$ cat config.mk
export PLATFORM = sky130hd
export DESIGN_NAME = cache_way_replacement_policy_top
export DESIGN_NICKNAME = d
export VERILOG_FILES = /design/src/hw/rtl/cwrp_pkg.sv /design/src/hw/rtl/cwrp_ram.sv /design/src/hw/rtl/cwrp_policy.sv /design/src/hw/rtl/cache_way_replacement_policy_top.sv
export SDC_FILE = /design/constraint.sdc
export NUM_CORES = 2
export LEC_CHECK = 0
export BUFFER_PORTS_ARGS = -buffer_cell sky130_fd_sc_hd__buf_2
export CAP_MARGIN = 20
export CORE_UTILIZATION = 55
export DETAILED_ROUTE_END_ITERATION = 12
export PLACE_DENSITY_LB_ADDON = 0.3
export RECOVER_POWER = 50
export SLEW_MARGIN = 25
export SYNTH_ARGS = -nofsm -noshare
export SYNTH_HDL_FRONTEND = slang
export SYNTH_SLANG_ARGS = --single-unit
$ cat constraint.sdc
create_clock -name i_clk -period 9.3 [get_ports i_clk]
set_input_delay 0.465 -clock i_clk [delete_from_list [all_inputs] [get_ports i_clk]]
set_output_delay 0.465 -clock i_clk [all_outputs]
set_load 0.01 [all_outputs]
$ cat src/hw/rtl/cwrp_pkg.sv
// Shared types, sizes, codes and cold-value function for the replacement store.
`timescale 1ns / 1ps

package cwrp_pkg;

    // Cache geometry
    localparam int WAYS      = 8;
    localparam int NUM_SETS  = 64;
    localparam int WAY_BITS  = 3;
    localparam int SET_BITS  = 6;
    localparam int RANK_BITS = WAY_BITS;
    localparam int NODE_W    = WAY_BITS + 1;
    localparam int STATE_W   = WAYS * RANK_BITS;

    // APB register file
    localparam int PADDR_W   = 3;
    localparam int PDATA_W   = 32;
    localparam int REGIDX_W  = PADDR_W - 2;

    typedef logic [STATE_W-1:0]  t_state;
    typedef logic [WAY_BITS-1:0] t_way;
    typedef logic [SET_BITS-1:0] t_set;
    typedef logic [REGIDX_W-1:0] t_regidx;

    typedef enum logic [1:0] {
        POL_PLRU    = 2'd0,
        POL_LRU     = 2'd1,
        POL_FIFO    = 2'd2,
        POL_STRIDE3 = 2'd3
    } t_policy;

    localparam logic CMD_QUERY = 1'b0;
    localparam logic CMD_TOUCH = 1'b1;

    localparam t_regidx REG_POLICY = t_regidx'(0);

    // Pointer steps for the two pointer policies
    localparam t_way FIFO_STEP    = t_way'(1);
    localparam t_way STRIDE3_STEP = t_way'(3);

    // Request as seen by the update logic
    typedef struct packed {
        logic cmd;
        t_way way;
    } t_req;

    // State of a set straight after a policy change
    function automatic t_state cold_state(t_policy pol);
        t_state s;
        s = '0;
        if (pol == POL_LRU) begin
            for (int i = 0; i < WAYS; i++) begin
                s[i*RANK_BITS +: RANK_BITS] = RANK_BITS'(WAYS - 1 - i);
            end
        end
        return s;
    endfunction

endpackage

$ cat src/hw/rtl/cwrp_ram.sv
// Generic single-port-write, single-port-read RAM with registered read data.
`timescale 1ns / 1ps

module cwrp_ram #(
    parameter int WIDTH = 24,
    parameter int DEPTH = 64
) (
    input  logic                     i_clk,
    input  logic                     i_we,
    input  logic [$clog2(DEPTH)-1:0] i_waddr,
    input  logic [WIDTH-1:0]         i_wdata,
    input  logic                     i_re,
    input  logic [$clog2(DEPTH)-1:0] i_raddr,
    output logic [WIDTH-1:0]         o_rdata
);

    logic [WIDTH-1:0] mem [DEPTH];
    logic [WIDTH-1:0] r_rdata;

    // Write port
    always_ff @(posedge i_clk) begin
        if (i_we) begin
            mem[i_waddr] <= i_wdata;
        end
    end

    // Read port with registered read data
    always_ff @(posedge i_clk) begin
        if (i_re) begin
            r_rdata <= mem[i_raddr];
        end
    end

    assign o_rdata = r_rdata;

endmodule

$ cat src/hw/rtl/cwrp_policy.sv
// Next-state and victim logic for the four replacement policies.
`timescale 1ns / 1ps

module cwrp_policy (
    input  cwrp_pkg::t_policy i_policy,
    input  cwrp_pkg::t_req    i_req,
    input  cwrp_pkg::t_state  i_state,
    output cwrp_pkg::t_state  o_state,
    output cwrp_pkg::t_way    o_victim
);

    always_comb begin
        cwrp_pkg::t_state                   s;
        logic [cwrp_pkg::WAYS-1:1]          tr;
        logic [cwrp_pkg::NODE_W-1:0]        node;
        logic [cwrp_pkg::WAY_BITS-1:0]      parent;
        logic [cwrp_pkg::RANK_BITS-1:0]     hit;
        logic [cwrp_pkg::RANK_BITS-1:0]     r;
        cwrp_pkg::t_way                     v;

        s      = i_state;
        tr     = i_state[cwrp_pkg::WAYS-2:0];
        node   = '0;
        parent = '0;
        hit    = i_state[i_req.way*cwrp_pkg::RANK_BITS +: cwrp_pkg::RANK_BITS];
        r      = '0;
        v      = '0;

        // Update on a touch
        case (i_policy)
            cwrp_pkg::POL_PLRU: begin
                if (i_req.cmd == cwrp_pkg::CMD_TOUCH) begin
                    // walk leaf to root, each node points away from the touched way
                    node = {1'b1, i_req.way};
                    for (int l = 0; l < cwrp_pkg::WAY_BITS; l++) begin
                        parent     = node[cwrp_pkg::NODE_W-1:1];
                        tr[parent] = ~node[0];
                        node       = {1'b0, parent};
                    end
                    s[cwrp_pkg::WAYS-2:0] = tr;
                end
            end
            cwrp_pkg::POL_LRU: begin
                if (i_req.cmd == cwrp_pkg::CMD_TOUCH) begin
                    for (int i = 0; i < cwrp_pkg::WAYS; i++) begin
                        r = i_state[i*cwrp_pkg::RANK_BITS +: cwrp_pkg::RANK_BITS];
                        if (cwrp_pkg::WAY_BITS'(i) == i_req.way) begin
                            s[i*cwrp_pkg::RANK_BITS +: cwrp_pkg::RANK_BITS] = '0;
                        end else if (r < hit) begin
                            s[i*cwrp_pkg::RANK_BITS +: cwrp_pkg::RANK_BITS] =
                                r + cwrp_pkg::RANK_BITS'(1);
                        end
                    end
                end
            end
            cwrp_pkg::POL_FIFO: begin
                if (i_req.cmd == cwrp_pkg::CMD_TOUCH) begin
                    // pointer wraps at the way count, upper bits stay clear
                    s = '0;
                    s[cwrp_pkg::WAY_BITS-1:0] =
                        i_state[cwrp_pkg::WAY_BITS-1:0] + cwrp_pkg::FIFO_STEP;
                end
            end
            default: begin
                if (i_req.cmd == cwrp_pkg::CMD_TOUCH) begin
                    s = '0;
                    s[cwrp_pkg::WAY_BITS-1:0] =
                        i_state[cwrp_pkg::WAY_BITS-1:0] + cwrp_pkg::STRIDE3_STEP;
                end
            end
        endcase

        // Victim of the updated state
        case (i_policy)
            cwrp_pkg::POL_PLRU: begin
                node = cwrp_pkg::NODE_W'(1);
                for (int l = 0; l < cwrp_pkg::WAY_BITS; l++) begin
                    node = {node[cwrp_pkg::WAY_BITS-1:0],
                            tr[node[cwrp_pkg::WAY_BITS-1:0]]};
                end
                v = node[cwrp_pkg::WAY_BITS-1:0];
            end
            cwrp_pkg::POL_LRU: begin
                // highest way holding the oldest rank, way 0 if none does
                for (int i = 0; i < cwrp_pkg::WAYS; i++) begin
                    if (s[i*cwrp_pkg::RANK_BITS +: cwrp_pkg::RANK_BITS] ==
                        cwrp_pkg::RANK_BITS'(cwrp_pkg::WAYS - 1)) begin
                        v = cwrp_pkg::WAY_BITS'(i);
                    end
                end
            end
            default: begin
                v = s[cwrp_pkg::WAY_BITS-1:0];
            end
        endcase

        o_state  = s;
        o_victim = v;
    end

endmodule

$ cat src/hw/rtl/cache_way_replacement_policy_top.sv
// Top level of the per-set cache replacement store.
`timescale 1ns / 1ps

// Replacement state store for an 8-way, 64-set cache.
// Item channel: drive i_cmd, i_set_index, i_way with start high; the item is
// taken at a clock edge where start is high and busy is low. busy stays low,
// so an item may be issued every cycle.
// Each item returns exactly one result: o_victim with o_valid high for one
// cycle, after stage 1 and the result register. Results come out in item order.
// The receiver cannot stall the result; it must take o_valid when it comes.
// Set state sits in a 64 x 24 synchronous RAM: an item reads its set at the
// accepting edge, updates it in the next cycle and writes it back at the end
// of that cycle. A forwarding register covers the item right behind it.
// Configuration: one APB register (policy, byte address 0). Writing it puts
// every set back to the new policy's cold value at once through a bank of
// per-set valid flags; a set whose flag is clear reads as the cold value.
// Reset (synchronous, active low) selects tree pseudo LRU and clears all
// valid flags, so no clearing sweep is needed and items are taken at once.

module cache_way_replacement_policy_top (
    input  logic                         i_clk,
    input  logic                         i_rst_n,

    // item channel
    input  logic                         start,
    output logic                         busy,
    input  logic                         i_cmd,
    input  logic [cwrp_pkg::SET_BITS-1:0] i_set_index,
    input  logic [cwrp_pkg::WAY_BITS-1:0] i_way,

    // result channel
    output logic                         o_valid,
    output logic [cwrp_pkg::WAY_BITS-1:0] o_victim,

    // APB configuration port
    input  logic                         psel,
    input  logic                         penable,
    input  logic                         pwrite,
    input  logic [cwrp_pkg::PADDR_W-1:0] paddr,
    input  logic [cwrp_pkg::PDATA_W-1:0] pwdata,
    output logic [cwrp_pkg::PDATA_W-1:0] prdata,
    output logic                         pready
);

    logic                      w_accept;
    logic                      w_cfg_wr;
    logic                      w_pol_wr;
    logic                      w_fwd_hit;
    cwrp_pkg::t_state          w_rdata;
    cwrp_pkg::t_state          w_cur_state;
    cwrp_pkg::t_state          w_new_state;
    cwrp_pkg::t_way            w_victim;

    cwrp_pkg::t_policy         r_policy;
    logic [cwrp_pkg::NUM_SETS-1:0] r_set_vld;

    logic                      r_s1_vld;
    cwrp_pkg::t_req            r_s1_req;
    cwrp_pkg::t_set            r_s1_set;

    logic                      r_fwd_vld;
    cwrp_pkg::t_set            r_fwd_set;
    cwrp_pkg::t_state          r_fwd_data;

    logic                      r_out_vld;
    cwrp_pkg::t_way            r_out_victim;

    // Handshakes
    assign busy     = 1'b0;
    assign w_accept = start && !busy;
    assign pready   = 1'b1;
    assign w_cfg_wr = psel && penable && pwrite && pready;
    assign w_pol_wr = w_cfg_wr &&
                      (paddr[cwrp_pkg::PADDR_W-1:2] == cwrp_pkg::REG_POLICY);

    // Register read-back
    always_comb begin
        prdata = '0;
        if (paddr[cwrp_pkg::PADDR_W-1:2] == cwrp_pkg::REG_POLICY) begin
            prdata = cwrp_pkg::PDATA_W'(r_policy);
        end
    end

    // Policy register and per-set valid flags
    always_ff @(posedge i_clk) begin
        if (!i_rst_n) begin
            r_policy  <= cwrp_pkg::POL_PLRU;
            r_set_vld <= '0;
        end else if (w_pol_wr) begin
            r_policy  <= cwrp_pkg::t_policy'(pwdata[1:0]);
            r_set_vld <= '0;
        end else if (r_s1_vld) begin
            r_set_vld[r_s1_set] <= 1'b1;
        end
    end

    // Set state memory
    cwrp_ram #(
        .WIDTH (cwrp_pkg::STATE_W),
        .DEPTH (cwrp_pkg::NUM_SETS)
    ) u_state_ram (
        .i_clk   (i_clk),
        .i_we    (r_s1_vld),
        .i_waddr (r_s1_set),
        .i_wdata (w_new_state),
        .i_re    (w_accept),
        .i_raddr (i_set_index),
        .o_rdata (w_rdata)
    );

    // Stage 1: item waits for its read data
    always_ff @(posedge i_clk) begin
        if (!i_rst_n) begin
            r_s1_vld <= 1'b0;
        end else begin
            r_s1_vld <= w_accept;
        end
    end

    always_ff @(posedge i_clk) begin
        if (w_accept) begin
            r_s1_req <= '{cmd: i_cmd, way: i_way};
            r_s1_set <= i_set_index;
        end
    end

    // Pick the current set state: forwarded, cold, or from the RAM
    assign w_fwd_hit = r_fwd_vld && (r_fwd_set == r_s1_set);

    always_comb begin
        if (w_fwd_hit) begin
            w_cur_state = r_fwd_data;
        end else if (!r_set_vld[r_s1_set]) begin
            w_cur_state = cwrp_pkg::cold_state(r_policy);
        end else begin
            w_cur_state = w_rdata;
        end
    end

    cwrp_policy u_policy (
        .i_policy (r_policy),
        .i_req    (r_s1_req),
        .i_state  (w_cur_state),
        .o_state  (w_new_state),
        .o_victim (w_victim)
    );

    // Forwarding of the last write-back to the next item
    always_ff @(posedge i_clk) begin
        if (!i_rst_n) begin
            r_fwd_vld <= 1'b0;
        end else if (w_pol_wr) begin
            r_fwd_vld <= 1'b0;
        end else begin
            r_fwd_vld <= r_s1_vld;
        end
    end

    always_ff @(posedge i_clk) begin
        if (r_s1_vld) begin
            r_fwd_set  <= r_s1_set;
            r_fwd_data <= w_new_state;
        end
    end

    // Result register
    always_ff @(posedge i_clk) begin
        if (!i_rst_n) begin
            r_out_vld <= 1'b0;
        end else begin
            r_out_vld <= r_s1_vld;
        end
    end

    always_ff @(posedge i_clk) begin
        if (r_s1_vld) begin
            r_out_victim <= w_victim;
        end
    end

    assign o_valid  = r_out_vld;
    assign o_victim = r_out_victim;

    // Every accepted item gives a result through stage 1 and the result register
    a_result_latency: assert property (@(posedge i_clk) disable iff (!i_rst_n)
        w_accept |-> ##2 o_valid)
        else $error("result missing two cycles after accepted item");

    // A query leaves the set state as it was
    a_query_no_change: assert property (@(posedge i_clk) disable iff (!i_rst_n)
        (r_s1_vld && r_s1_req.cmd == cwrp_pkg::CMD_QUERY) |-> (w_new_state == w_cur_state))
        else $error("query changed set state");

    // A written-back set is marked valid unless the policy was rewritten
    a_set_marked: assert property (@(posedge i_clk) disable iff (!i_rst_n)
        (r_s1_vld && !w_pol_wr) |=> r_set_vld[$past(r_s1_set)])
        else $error("written set not marked valid");

    // FIFO touch moves the victim on by one way
    a_fifo_step: assert property (@(posedge i_clk) disable iff (!i_rst_n)
        (r_s1_vld && r_policy == cwrp_pkg::POL_FIFO && r_s1_req.cmd == cwrp_pkg::CMD_TOUCH)
        |-> (w_victim == cwrp_pkg::t_way'(w_cur_state[cwrp_pkg::WAY_BITS-1:0]
                                           + cwrp_pkg::FIFO_STEP)))
        else $error("fifo pointer did not advance");

endmodule

==> run metrics <==
status=finished with violations; failing checks=design-rule violations, max-capacitance violations, max-slew violations; fmax=0.125 GHz; worst path cell trace=clkbuf_1 -> inv_1 -> a211oi_1 -> a2bb2oi_1 -> o22ai_2 -> or4_1 -> and3_1 -> a21oi_1 -> inv_1 -> mux4_2 -> mux2i_1 -> ha_1 -> inv_1 -> a221oi_1 -> nor4_1 -> a211oi_1 -> clkinv_2; height of the die=349 um; Final Critical Period=8.01 ns; DRT antenna net count=0; Startpoint Class=register; WL final=162000 um; Pwr Density=220 nW/um^2; vias in the first global route=32800; Rel. slew slack=-246%; setup TNS=0 ns; Remaining Overflow, GRT=0; # nets final=3273; met2 GRT Util=43.7%; Final HPWL DP=90000 um; RSZ-0062 raised after global routing=false; Yosys warnings=0; Worst-path clk slew=0.06 ns; flops & latches, synth=1672; I/O Buffers=24; Core Footprint=119000 sq um; H-tree levels=4; CTS tree=yes; LEAKAGE=23.3 nW; Crit Reg-Reg Startpoint=r_s1_set[1]; Layout area overhead=11.3%; gr usage total=27.2%; WP data required=9.47 ns; DR vias=32500; total CTS buffers=160; post-synthesis sequential area ratio=74.9%; die width=349 um; # fillers=7939; r2r setup slk=1.29 ns; via density per instance=6.58; Peak VDD IR=0.155 mV; HP Class=in2reg; Place WS=2.06 ns; placement-stage cell area=68900 sq um; Ports=89; MaxCap Viol Count=65; met1 global-route usage=38.4%; initial antenna violation count=10; CP Capture Type=register; share of cells above drive strength 1=26.7%; Data arrival, critical path=8.17 ns; pin count of the biggest net entering global routing=115; clock sink count=1672; ys async rst share=0%; Die Area=122000 sq um; part of the cycle the worst path needs=86.1%; final setup fails=0; Mapped Cells=3060; Critical-path top delay cell=clkbuf_1; multi-input gate area in the final layout=15900 sq um; Post-route DRC=2; max incr delay on CP=1.10 ns; final hold violations=0; Initial Utilization=55.7%; CP Launch Point=r_s1_set[1]; Worst Skew=0.0289 ns; number of flops mapped to enable cells by yosys=1603; Iter 0 DRT Violations=4339; Least-Margin Pin Slew=5.18 ns; met3 usage=4.39%; CP Class=reg2reg; predominant post-synthesis flop cell=edfxtp_1; Routability Congestion=0.951; R2R Path End=u_state_ram.mem[48][6]; critical path peak fanout=66; Design Area, Final=73600 sq um; Avg Inst Size Synth=21.6 sq um; clk_lat worst skew=0.77 ns; drt first pass iters=10; cell mode on critical path=inv_1; Post-Syn Area=66100 sq um; max-slew violations=1822; post-route setup slack=1.29 ns; Worst Reg-to-Reg Cells=17; clock tree buffer depth=3; Core Rows=126; GRT busiest layer=met2; wire length per cell=32.9 um; first-pass GRT wire length=232000 um; Yosys cell types=95; Root Buffer=clkbuf_16; register area=49500 sq um; crit path to=u_state_ram.mem[48][6]; Pwr Total=16.2 mW
## kinds of logic after synthesis
group / count (synthesis) / synth area share, %
AO/OA/AOI/OAI: 263 / 2.92
XOR/XNOR: 9 / 0.119
adder cells (fa/ha/maj): 19 / 0.354
buffers and inverters: 224 / 1.54
flip-flops: 1672 / 74.9
multiplexers: 540 / 17.8
other: 2 / 0.0114
AND/OR/NAND/NOR: 331 / 2.41
## area by class of cell
cell class / instances / area share [%]
Antenna cell: 5 / 0.0170
Tap cell: 1600 / 2.72
Timing Repair Buffer: 148 / 1.20
Multi-Input combinational cell: 1194 / 21.7
Sequential cell: 1672 / 67.3
Clock inverter: 89 / 1.14
Clock buffer: 200 / 5.82
Inverter: 29 / 0.155
## per-stage QoR
stage          instances  utilization, %  hold WS, ns
6_report            4937            62.0        0.229
5_1_grt             4932            62.0        0.238
4_1_cts             4930            62.4        0.161
3_5_place_dp        4634            58.1        0.451
3_3_place_gp        4621            57.8        0.445
2_1_floorplan       3090               -        0.421
## sequential cells by signal (all words and copies together) (netlist names)
name	cells
r_s1_set	6
r_fwd_set	6
r_fwd_data	24
o_victim	3
u_state_ram.mem	1536
r_fwd_vld	1
o_valid	1
r_s1_req	4
r_s1_vld	1
r_policy	2
u_state_ram.o_rdata	24
r_set_vld	64
## worst min-delay path by stage
stage                                to  cells after the start     startpoint
after floorplan            r_fwd_set[3]                      0    r_s1_set[3]
after global placement    r_set_vld[47]                      1  r_set_vld[47]
after detailed placement  r_set_vld[63]                      1  r_set_vld[63]
after CTS                   r_policy[0]                      4        penable
after global routing        r_policy[1]                      4         pwrite
final                       r_policy[0]                      4        penable
## what timing repair did
| item | 4_1_cts | 5_1_grt |
|---|---|---|
| resized for setup | 0 | 0 |
| hold buffers | 7 | 0 |
| hold endpoints to repair | 8 | 0 |
| setup buffers | 0 | 0 |
## layout by cell type, fill, tap and decap left out, drive strengths merged, types with 7 or more instances in the layout
| cell | instances |
|---|---|
| bufinv | 13 |
| nand3 | 26 |
| nor3 | 19 |
| and3 | 15 |
| buf | 59 |
| nand2b | 8 |
| dfxtp | 69 |
| ha | 17 |
| a221oi | 9 |
| conb | 32 |
| nand2 | 74 |
| a31oi | 11 |
| mux2i | 28 |
| o22ai | 10 |
| clkbuf | 282 |
| dlygate4sd3 | 7 |
| nor2b | 13 |
| a21oi | 35 |
| clkinv | 65 |
| o21ai | 36 |
| or3 | 8 |
| nor2 | 116 |
| edfxtp | 1603 |
| o21a | 69 |
| and2 | 9 |
| inv | 35 |
| o211ai | 15 |
| mux4 | 507 |
| nand3b | 14 |
## synthesized netlist by cell type, drive strengths merged, types with 14 or more instances
cell type  count  share of area [%]
a21oi         35               0.26
and3          15               0.14
buf           88               0.76
clkbuf       107               0.61
dfxtp         69                2.1
edfxtp      1603                 73
ha            17               0.32
inv           28               0.16
mux2i         28               0.42
mux4         507                 17
nand2         74               0.42
nand3         26               0.20
nand3b        14               0.16
nor2         116               0.66
nor3          19               0.15
o211ai        15               0.19
o21a          69               0.78
o21ai         36               0.27
## worst max-delay path: cells and delay by family, from the launching register on
kind	cells	cell delay [ns]
compound gates	6	1.85
fa+ha+maj	1	0.21
mux	2	0.81
simple gates	3	1.45
flops	1	0.32
buf+inv	5	2.70
## metal layers
metal  vias up  wire [um]
met5         -         12
met4         2       5410
met3       274      13800
met2      1642      78900
met1     17400      64400
li1      13200          -
## power breakdown
group / switching (mW) / total (mW) / internal (mW)
logic: 0.852 / 1.26 / 0.409
clock network: 2.73 / 6.37 / 3.63
registers: 0.0214 / 8.54 / 8.52
total: 3.61 / 16.2 / 12.6
No activity file was read; power rests on OpenSTA's default activity.
